[src/design/assert_macros.svh]
// Assertion helpers shared by the design files.
`ifndef ASSERT_MACROS_SVH
`define ASSERT_MACROS_SVH

// Clocked check, masked while reset is asserted.
`define S2F_ASSERT(lbl, clk, rst_n, prop, msg) \
    lbl: assert property (@(posedge clk) disable iff (!rst_n) (prop)) \
        else $error(msg);

// Clocked check that also holds during reset.
`define S2F_ASSERT_ALWAYS(lbl, clk, prop, msg) \
    lbl: assert property (@(posedge clk) (prop)) else $error(msg);

`endif

[src/design/s2f_pkg.sv]
package s2f_pkg;

    localparam logic [7:0] NL_BYTE  = 8'h0A;
    localparam logic [7:0] TAB_BYTE = 8'h09;

    localparam logic [3:0] SEQ_TABS_RST    = 4'd9;
    localparam logic [7:0] HEADER_MARK_RST = 8'h40;
    localparam logic [7:0] RECORD_MARK_RST = 8'h3E;

    localparam logic [3:0] TAB_MAX = 4'd15;

    // Configuration register indexes
    localparam logic [1:0] REG_SEQ_TABS    = 2'd0;
    localparam logic [1:0] REG_HEADER_MARK = 2'd1;
    localparam logic [1:0] REG_RECORD_MARK = 2'd2;

    localparam int MAX_RES = 3;

    typedef enum logic [2:0] {
        PH_LINE   = 3'd0,
        PH_HEADER = 3'd1,
        PH_NAME   = 3'd2,
        PH_TABS   = 3'd3,
        PH_SEQ    = 3'd4,
        PH_REST   = 3'd5
    } t_phase;

    typedef struct packed {
        logic [7:0] out_byte;
        logic       has_byte;
        logic       run_last;
        logic       stream_end;
    } t_result;

    typedef struct packed {
        t_result [MAX_RES-1:0] res;
        logic [1:0]            cnt;
    } t_group;

    typedef struct packed {
        t_phase     phase;
        logic [3:0] tab_count;
        logic       record_seen;
    } t_parse_status;

    typedef struct packed {
        logic [3:0] seq_field_tabs;
        logic [7:0] header_mark;
        logic [7:0] record_mark;
    } t_cfg;

    // Tab count after one more tab, saturating
    function automatic logic [3:0] tab_inc(input logic [3:0] tc);
        tab_inc = (tc < TAB_MAX) ? tc + 4'd1 : TAB_MAX;
    endfunction

endpackage

[src/design/s2f_if.sv]
interface s2f_in_if;
    logic       valid;
    logic       ready;
    logic [7:0] in_byte;
    logic       in_last;

    modport source (output valid, output in_byte, output in_last, input ready);
    modport sink   (input valid, input in_byte, input in_last, output ready);
endinterface

interface s2f_out_if;
    logic       valid;
    logic       ready;
    logic [7:0] out_byte;
    logic       has_byte;
    logic       run_last;
    logic       stream_end;

    modport source (output valid, output out_byte, output has_byte,
                    output run_last, output stream_end, input ready);
    modport sink   (input valid, input out_byte, input has_byte,
                    input run_last, input stream_end, output ready);
endinterface

interface s2f_cfg_if;
    logic       valid;
    logic       ready;
    logic [1:0] index;
    logic [7:0] data;

    modport source (output valid, output index, output data, input ready);
    modport sink   (input valid, input index, input data, output ready);
endinterface

[src/design/s2f_parse.sv]
module s2f_parse (
    input  logic                    i_clk,
    input  logic                    i_rst_n,
    input  logic                    i_accept,
    input  logic [7:0]              i_byte,
    input  logic                    i_last,
    input  s2f_pkg::t_cfg           i_cfg,
    output logic                    o_load,
    output s2f_pkg::t_group         o_group,
    output s2f_pkg::t_parse_status  o_status
);
    import s2f_pkg::*;

    t_phase     r_phase, n_phase;
    logic [3:0] r_tab, n_tab;
    logic       r_seen, n_seen;
    logic [3:0] w_tab_next;
    logic       w_skip_hdr;

    assign w_skip_hdr = !r_seen && (i_byte == i_cfg.header_mark);
    // Line start restarts the count, so the name tab always counts as one
    assign w_tab_next = (r_phase == PH_LINE) ? 4'd1 : tab_inc(r_tab);

    // Next state
    always_comb begin
        n_phase = r_phase;
        n_tab   = r_tab;
        n_seen  = r_seen;
        unique case (r_phase)
            PH_LINE: begin
                if (w_skip_hdr) begin
                    n_phase = (i_byte == NL_BYTE) ? PH_LINE : PH_HEADER;
                end else begin
                    n_seen = 1'b1;
                    n_tab  = 4'd0;
                    if (i_byte == NL_BYTE) begin
                        n_phase = PH_LINE;
                    end else if (i_byte == TAB_BYTE) begin
                        n_tab   = w_tab_next;
                        n_phase = (w_tab_next >= i_cfg.seq_field_tabs) ? PH_SEQ : PH_TABS;
                    end else begin
                        n_phase = PH_NAME;
                    end
                end
            end
            PH_NAME, PH_TABS: begin
                if (i_byte == NL_BYTE) begin
                    n_phase = PH_LINE;
                end else if (i_byte == TAB_BYTE) begin
                    n_tab   = w_tab_next;
                    n_phase = (w_tab_next >= i_cfg.seq_field_tabs) ? PH_SEQ : PH_TABS;
                end
            end
            PH_SEQ: begin
                if (i_byte == NL_BYTE) begin
                    n_phase = PH_LINE;
                end else if (i_byte == TAB_BYTE) begin
                    n_phase = PH_REST;
                end
            end
            default: begin
                if (i_byte == NL_BYTE) begin
                    n_phase = PH_LINE;
                end
            end
        endcase
        if (i_last) begin
            n_phase = PH_LINE;
            n_tab   = 4'd0;
            n_seen  = 1'b0;
        end
    end

    // Result group for this byte
    always_comb begin
        logic [1:0] k;
        k       = 2'd0;
        o_group = '0;
        unique case (r_phase)
            PH_LINE: begin
                if (!w_skip_hdr) begin
                    if (r_seen) begin
                        o_group.res[k] = '{NL_BYTE, 1'b1, 1'b0, 1'b0};
                        k = k + 2'd1;
                    end
                    o_group.res[k] = '{i_cfg.record_mark, 1'b1, 1'b0, 1'b0};
                    k = k + 2'd1;
                    if (i_byte == TAB_BYTE) begin
                        o_group.res[k] = '{NL_BYTE, 1'b1, 1'b0, 1'b0};
                        k = k + 2'd1;
                    end else if (i_byte != NL_BYTE) begin
                        o_group.res[k] = '{i_byte, 1'b1, 1'b0, 1'b0};
                        k = k + 2'd1;
                    end
                end
            end
            PH_NAME: begin
                if (i_byte == TAB_BYTE) begin
                    o_group.res[k] = '{NL_BYTE, 1'b1, 1'b0, 1'b0};
                    k = k + 2'd1;
                end else if (i_byte != NL_BYTE) begin
                    o_group.res[k] = '{i_byte, 1'b1, 1'b0, 1'b0};
                    k = k + 2'd1;
                end
            end
            PH_SEQ: begin
                if (i_byte != NL_BYTE && i_byte != TAB_BYTE) begin
                    o_group.res[k] = '{i_byte, 1'b1, 1'b0, 1'b0};
                    k = k + 2'd1;
                end
            end
            default: begin
            end
        endcase
        // Bare end marker when the final byte yields nothing
        if (i_last && k == 2'd0) begin
            k = 2'd1;
        end
        if (k != 2'd0) begin
            o_group.res[k - 2'd1].run_last   = 1'b1;
            o_group.res[k - 2'd1].stream_end = i_last;
        end
        o_group.cnt = k;
    end

    assign o_load   = i_accept && (o_group.cnt != 2'd0);
    assign o_status = '{r_phase, r_tab, r_seen};

    always_ff @(posedge i_clk) begin
        if (!i_rst_n) begin
            r_phase <= PH_LINE;
            r_tab   <= 4'd0;
            r_seen  <= 1'b0;
        end else if (i_accept) begin
            r_phase <= n_phase;
            r_tab   <= n_tab;
            r_seen  <= n_seen;
        end
    end

endmodule

[src/design/s2f_emit.sv]
module s2f_emit (
    input  logic            i_clk,
    input  logic            i_rst_n,
    input  logic            i_load,
    input  s2f_pkg::t_group i_group,
    output logic            o_can_take,
    s2f_out_if.source       o_out
);
    import s2f_pkg::*;

    t_result [MAX_RES-1:0] r_slot;
    logic [1:0]            r_cnt;
    logic                  w_fire;

    assign w_fire     = o_out.valid && o_out.ready;
    // Take a new group when empty or when the last pending item leaves now
    assign o_can_take = (r_cnt == 2'd0) || (r_cnt == 2'd1 && o_out.ready);

    assign o_out.valid      = (r_cnt != 2'd0);
    assign o_out.out_byte   = r_slot[0].out_byte;
    assign o_out.has_byte   = r_slot[0].has_byte;
    assign o_out.run_last   = r_slot[0].run_last;
    assign o_out.stream_end = r_slot[0].stream_end;

    always_ff @(posedge i_clk) begin
        if (!i_rst_n) begin
            r_cnt <= 2'd0;
        end else if (i_load) begin
            r_cnt <= i_group.cnt;
        end else if (w_fire) begin
            r_cnt <= r_cnt - 2'd1;
        end
    end

    always_ff @(posedge i_clk) begin
        if (i_load) begin
            r_slot <= i_group.res;
        end else if (w_fire) begin
            r_slot[0] <= r_slot[1];
            r_slot[1] <= r_slot[2];
        end
    end

endmodule

[src/design/sam_to_fasta_stream_core.sv]
// Channel  Dir  Payload                                   Accept
// i_in     in   in_byte[7:0], in_last                     valid && ready
// o_out    out  out_byte[7:0], has_byte, run_last,        valid && ready
//               stream_end
// i_cfg    in   index[1:0], data[7:0]                     valid && ready (ready held high)
//
// Each byte is parsed in the cycle it is accepted and its up to three
// result items land in a three-slot output buffer the next cycle.
// Throughput is one byte per cycle while each byte yields at most one item
// and the output is ready; a record start yields up to three items and holds
// input while the buffer drains, one item per cycle while the output is ready.
// Reset is synchronous, active low; no clearing pass is needed.
// Output stalls back up into input ready only through the output buffer.
`include "assert_macros.svh"

module sam_to_fasta_stream_core (
    input  logic      i_clk,
    input  logic      i_rst_n,
    s2f_in_if.sink    i_in,
    s2f_out_if.source o_out,
    s2f_cfg_if.sink   i_cfg
);
    import s2f_pkg::*;

    t_cfg          r_cfg;
    logic          w_accept;
    logic          w_can_take;
    logic          w_load;
    t_group        w_group;
    t_parse_status w_status;

    // Register writes are always taken; unknown indexes are dropped
    assign i_cfg.ready = 1'b1;

    always_ff @(posedge i_clk) begin
        if (!i_rst_n) begin
            r_cfg.seq_field_tabs <= SEQ_TABS_RST;
            r_cfg.header_mark    <= HEADER_MARK_RST;
            r_cfg.record_mark    <= RECORD_MARK_RST;
        end else if (i_cfg.valid) begin
            unique case (i_cfg.index)
                REG_SEQ_TABS:    r_cfg.seq_field_tabs <= i_cfg.data[3:0];
                REG_HEADER_MARK: r_cfg.header_mark    <= i_cfg.data;
                REG_RECORD_MARK: r_cfg.record_mark    <= i_cfg.data;
                default: begin
                end
            endcase
        end
    end

    // Advance the parser only when the output buffer can hold the group
    assign i_in.ready = w_can_take;
    assign w_accept   = i_in.valid && i_in.ready;

    s2f_parse u_parse (
        .i_clk    (i_clk),
        .i_rst_n  (i_rst_n),
        .i_accept (w_accept),
        .i_byte   (i_in.in_byte),
        .i_last   (i_in.in_last),
        .i_cfg    (r_cfg),
        .o_load   (w_load),
        .o_group  (w_group),
        .o_status (w_status)
    );

    s2f_emit u_emit (
        .i_clk      (i_clk),
        .i_rst_n    (i_rst_n),
        .i_load     (w_load),
        .i_group    (w_group),
        .o_can_take (w_can_take),
        .o_out      (o_out)
    );

    // A new byte only enters while the buffer is empty or draining its last item
    `S2F_ASSERT(a_accept_drain, i_clk, i_rst_n, w_accept |-> (!o_out.valid || o_out.ready), "byte accepted over a stalled buffer")
    // Final byte of a file returns the parser to its reset state
    `S2F_ASSERT(a_last_clears, i_clk, i_rst_n, (w_accept && i_in.in_last) |=> (w_status.phase == PH_LINE && !w_status.record_seen && w_status.tab_count == 4'd0), "parser state not cleared after end of file")
    // End of file is always the last item of its byte
    `S2F_ASSERT(a_end_is_run_last, i_clk, i_rst_n, (o_out.valid && o_out.stream_end) |-> o_out.run_last, "stream end without run last")
    // Nothing is pending in the buffer while reset is held
    `S2F_ASSERT_ALWAYS(a_reset_empty, i_clk, !i_rst_n |=> !o_out.valid, "output valid right after reset")

endmodule

[src/flat_wrapper.sv]
// flat-port wrapper written by rule: the top's interface ports become plain ports
module sam_to_fasta_stream_core_flat import s2f_pkg::*;
  (i_clk, i_rst_n, i_in_valid, i_in_in_byte, i_in_in_last, i_in_ready, o_out_valid, o_out_out_byte, o_out_has_byte, o_out_run_last, o_out_stream_end, o_out_ready, i_cfg_valid, i_cfg_index, i_cfg_data, i_cfg_ready);
  s2f_in_if i_in_i ();
  s2f_out_if o_out_i ();
  s2f_cfg_if i_cfg_i ();
  input  logic i_clk;
  input  logic i_rst_n;
  input wire logic [$bits(i_in_i.valid)-1:0] i_in_valid;
  input wire logic [$bits(i_in_i.in_byte)-1:0] i_in_in_byte;
  input wire logic [$bits(i_in_i.in_last)-1:0] i_in_in_last;
  output wire logic [$bits(i_in_i.ready)-1:0] i_in_ready;
  output wire logic [$bits(o_out_i.valid)-1:0] o_out_valid;
  output wire logic [$bits(o_out_i.out_byte)-1:0] o_out_out_byte;
  output wire logic [$bits(o_out_i.has_byte)-1:0] o_out_has_byte;
  output wire logic [$bits(o_out_i.run_last)-1:0] o_out_run_last;
  output wire logic [$bits(o_out_i.stream_end)-1:0] o_out_stream_end;
  input wire logic [$bits(o_out_i.ready)-1:0] o_out_ready;
  input wire logic [$bits(i_cfg_i.valid)-1:0] i_cfg_valid;
  input wire logic [$bits(i_cfg_i.index)-1:0] i_cfg_index;
  input wire logic [$bits(i_cfg_i.data)-1:0] i_cfg_data;
  output wire logic [$bits(i_cfg_i.ready)-1:0] i_cfg_ready;
  assign i_in_i.valid = i_in_valid;
  assign i_in_i.in_byte = i_in_in_byte;
  assign i_in_i.in_last = i_in_in_last;
  assign i_in_ready = i_in_i.ready;
  assign o_out_valid = o_out_i.valid;
  assign o_out_out_byte = o_out_i.out_byte;
  assign o_out_has_byte = o_out_i.has_byte;
  assign o_out_run_last = o_out_i.run_last;
  assign o_out_stream_end = o_out_i.stream_end;
  assign o_out_i.ready = o_out_ready;
  assign i_cfg_i.valid = i_cfg_valid;
  assign i_cfg_i.index = i_cfg_index;
  assign i_cfg_i.data = i_cfg_data;
  assign i_cfg_ready = i_cfg_i.ready;
  sam_to_fasta_stream_core u_core (.i_clk(i_clk), .i_rst_n(i_rst_n), .i_in(i_in_i), .o_out(o_out_i), .i_cfg(i_cfg_i));
endmodule
[config.mk]
export PLATFORM = sky130hd
export DESIGN_NAME = sam_to_fasta_stream_core_flat
export DESIGN_NICKNAME = d
export VERILOG_FILES = /design/src/design/s2f_pkg.sv /design/src/design/s2f_if.sv /design/src/design/s2f_parse.sv /design/src/design/s2f_emit.sv /design/src/design/sam_to_fasta_stream_core.sv /design/src/flat_wrapper.sv
export VERILOG_INCLUDE_DIRS = /design/src /design/src/design
export SDC_FILE = /design/constraint.sdc
export NUM_CORES = 1
export LEC_CHECK = 0
export ABC_CLOCK_PERIOD_IN_PS = 4100
export BUFFER_PORTS_ARGS = -buffer_cell sky130_fd_sc_hd__clkbuf_2
export CAP_MARGIN = 20
export CORE_MARGIN = 10
export CORE_UTILIZATION = 40
export DETAILED_ROUTE_END_ITERATION = 7
export HOLD_SLACK_MARGIN = 0.08
export MAX_ROUTING_LAYER = met4
export SYNTH_ARGS = -nofsm -noshare
export SYNTH_HDL_FRONTEND = slang
export SYNTH_SLANG_ARGS = --single-unit
export TNS_END_PERCENT = 5
[constraint.sdc]
create_clock -name i_clk -period 4.1 [get_ports i_clk]
set_clock_uncertainty 0.2 [all_clocks]
set_input_delay 0.82 -clock i_clk [delete_from_list [all_inputs] [get_ports i_clk]]
set_output_delay 0.82 -clock i_clk [all_outputs]
set_load 0.05 [all_outputs]
==> results.toml <==
[run_status]
status = "complete, no violations"

[clocking]
ctsRootBufferMaster = "clkbuf_8"
holdBufCountCts = 0
cts_buffers = 9
cts_tree = "yes"
htree_levels = 3
cts_setup_buffers = 0
cts-resized-gates = 0
clk_pin_slew_ns = 0.07
clock_latency_ns = 0.34
clock_sinks = 63
cts_buffer_depth = 2

[pwr]
p_clk_share_pct = 21.5
power_frac_comb_pct = 38.4
switching_share_pct = 40.46
power.switching_mw = 1.041
power_frac_seq_pct = 40.0
vdd_drop_max_mv = 0.2647
leakagePower_nw = 1.589
power_density_nw_per_um2 = 683.3
p_int_mw = 1.533

[logic_synthesis]
synthSimpleGateAreaFrac_pct = 18.95
netlist_area_sq_um = 3354
synthArstFlopShare_pct = 0
synth_top_cells_by_area = "edfxtp_1 (30%), dfxtp_1 (18%), nand2_1 (5.9%)"
synth_edf_count = 33
synth.net_count = 383
ys_seq_area_share_pct = 47.44
yosysWarnings = 0
synth_top_area_share_pct = 29.54
ys_seq_elements = 63
synth_top_area_cell = "edfxtp_1"
synthAdderAreaFrac_pct = 3.357
synth_compound_area_share_pct = 17.20
synth_common_cells = "nand2_1 (53), edfxtp_1 (33), dfxtp_1 (30)"
avgSynthCellArea_sq_um = 9.584
synth_mux_area_share_pct = 4.774
synth_xor_area_share_pct = 2.350
synth_cells = 350
post-synth-top-count-cell = "nand2_1"
synth_top_family_by_area = "simple AND/OR/NAND/NOR gates"
ys.flop_type = "edfxtp_1"
synth_cell_types = 52

[worst_setup_path]
crit_type = "input port to register"
cp_max_fo = 23
path_buf_inv = 3
cp_top_family = "simple AND/OR/NAND/NOR gates"
critPathCaptureType = "register"
crit_path_start = "i_in_in_byte[2]"
path_cells = "clkbuf_2 -> or4b_4 -> or4_2 -> inv_1 -> ha_1 -> nand3_2 -> a31oi_2 -> nand2b_1 -> buf_4"
r2r-start = "u_core.u_parse.r_phase[0]"
cpMaxStageDelayCell = "or4_2"
startpoint_type = "input port"
cp.arrival_ns = 3.19
cp_slowest_stage_delay_ns = 0.68
worstPathRequired_ns = 3.92

[placement]
portBuffers = 36
pre_cts_slack_ns = 0.3601
dp_hpwl_microns = 5569
gp_congestion = 0.8698

[sta]
fin_tns_setup_ns = 0
drv_slew = 0
setup-violations-final = 0
max_freq_ghz = 0.2967
rsz0062_at_grt = "false"
relSlewSlack_pct = 42.26
setup_slack_ns = 0.7302
hold_viol = 0
min_period_over_period_pct = 82.19
worst-slew-pin-transition_ns = 0.8642
fin_crit_ns = 3.370

[worst_hold_path]
min-delay-start = "u_core.r_cfg[16]"
hp-class = "register to register"

[layout]
nets = 410
drive_above_1_share_pct = 18.32
syn_to_final_growth_pct = 12.31
diodes = 0

[routing]
drtIter0Drc = 101
first_pass_iters = 5
vias = 2559
finalWirelength_microns = 7284
routedWlPerCell_microns = 14.96
viasPerCell = 5.255
postRouteAntennaNets = 0
drc = 0

[flow_run]
drv_cap = 0

[die]
die_y_microns = 111.6
pin_count = 38
rows = 33
die_w_microns = 111.6
design.core.area_sq_um = 8175
initial_utilization_pct = 41.03
die_area_sq_um = 12450

[grt]
grt_pass1_vias = 2481
overflow = 0
track_usage_pct = 12.21
grt_pass1_wl_microns = 12190
antenna_found_initial = 0
grt_max_degree = 24
[cells in the final DEF, fill, tap and decap left out, drive strengths merged, types with 9 or more instances in the layout]
cell    instances
a21oi          15
and2            9
clkbuf         45
dfxtp          30
edfxtp         33
ha              9
inv            16
mux2i          16
nand2          53
nand3          12
nor2           25
o21ai          18
[layout make-up]
type | count | area, sq um
well taps | 105 | 131.4
fillers | 798 | 4408
inverters | 13 | 48.80
repair buffers | 41 | 217.7
multi-input cells | 249 | 1574
clock inverters | 7 | 80.08
flip-flops and latches | 63 | 1592
clock buffers | 9 | 123.9
[flip-flops by register name, summed over array words and instances, names as in the netlist, 2 cells and up]
name and cells:
u_core.r_cfg 20, u_core.u_parse.r_tab 4, u_core.u_emit.r_slot 22, u_core.u_parse.r_phase 3, u_core.u_emit.o_out.out_byte 8, u_core.u_emit.r_cnt 2
[worst reg2reg max path: stages, from the launching register on]
cell	delay [ns]
dfxtp_1	0.38
or3_1	0.49
nand3_1	0.15
inv_1	0.05
ha_1	0.25
nand2b_1	0.13
a21o_1	0.18
a21o_1	0.20
a211oi_1	0.24
o221ai_1	0.15
a21oi_1	0.16
[path summary, 6_finish.rpt]
| path | end | cells past startpoint | slack [ns] |
|---|---|---|---|
| setup / recovery | u_core.u_emit.r_slot[20] | 9 | 0.73 |
| hold / removal | u_core.r_cfg[16] | 2 | 0.28 |
| setup reg to reg | u_core.u_parse.r_phase[1] | 10 | 1.42 |
| hold reg to reg | u_core.r_cfg[16] | 2 | 0.28 |
[per-layer routing]
| layer | up-vias | GRT usage, % | routed length (microns) |
|---|---|---|---|
| li1 | 1307 | - | - |
| met1 | 1187 | 15.43 | 3578 |
| met2 | 55 | 18.37 | 3279 |
| met3 | 10 | 3.006 | 330 |
| met4 | 0 | 4.713 | 95 |
| met5 | - | - | 0 |
[through the flow]
step           util, %  instance area (sq um)  instances  hold slack, ns  power [mW]
6_report         46.08                   3767        487          0.2828       2.574
5_1_grt          46.08                   3767        487          0.3183       2.745
4_1_cts          46.08                   3767        487          0.2872       2.599
3_5_place_dp     43.59                   3563        471          0.2680       2.043
3_3_place_gp     43.59                   3563        471          0.2730       2.027
2_1_floorplan        -                   3354        350          0.2444       1.855
[power groups by stage]
stage	Sequential [mW]	Clock, mW	Combinational, mW
3_3_place_gp	1.04	0	0.987
2_1_floorplan	1.07	0	0.789
6_report	1.03	0.554	0.989
5_1_grt	1.06	0.595	1.09
4_1_cts	1.03	0.564	1.00
3_5_place_dp	1.04	0	0.999
[kinds of logic after synthesis]
family,Yosys count
AND/OR/NAND/NOR,130
AO/OA/AOI/OAI,84
flip-flops,63
buffers and inverters,38
multiplexers,16
adder cells (fa/ha/maj),9
XOR/XNOR,9
other,1
(Power assumes the default switching activity.)
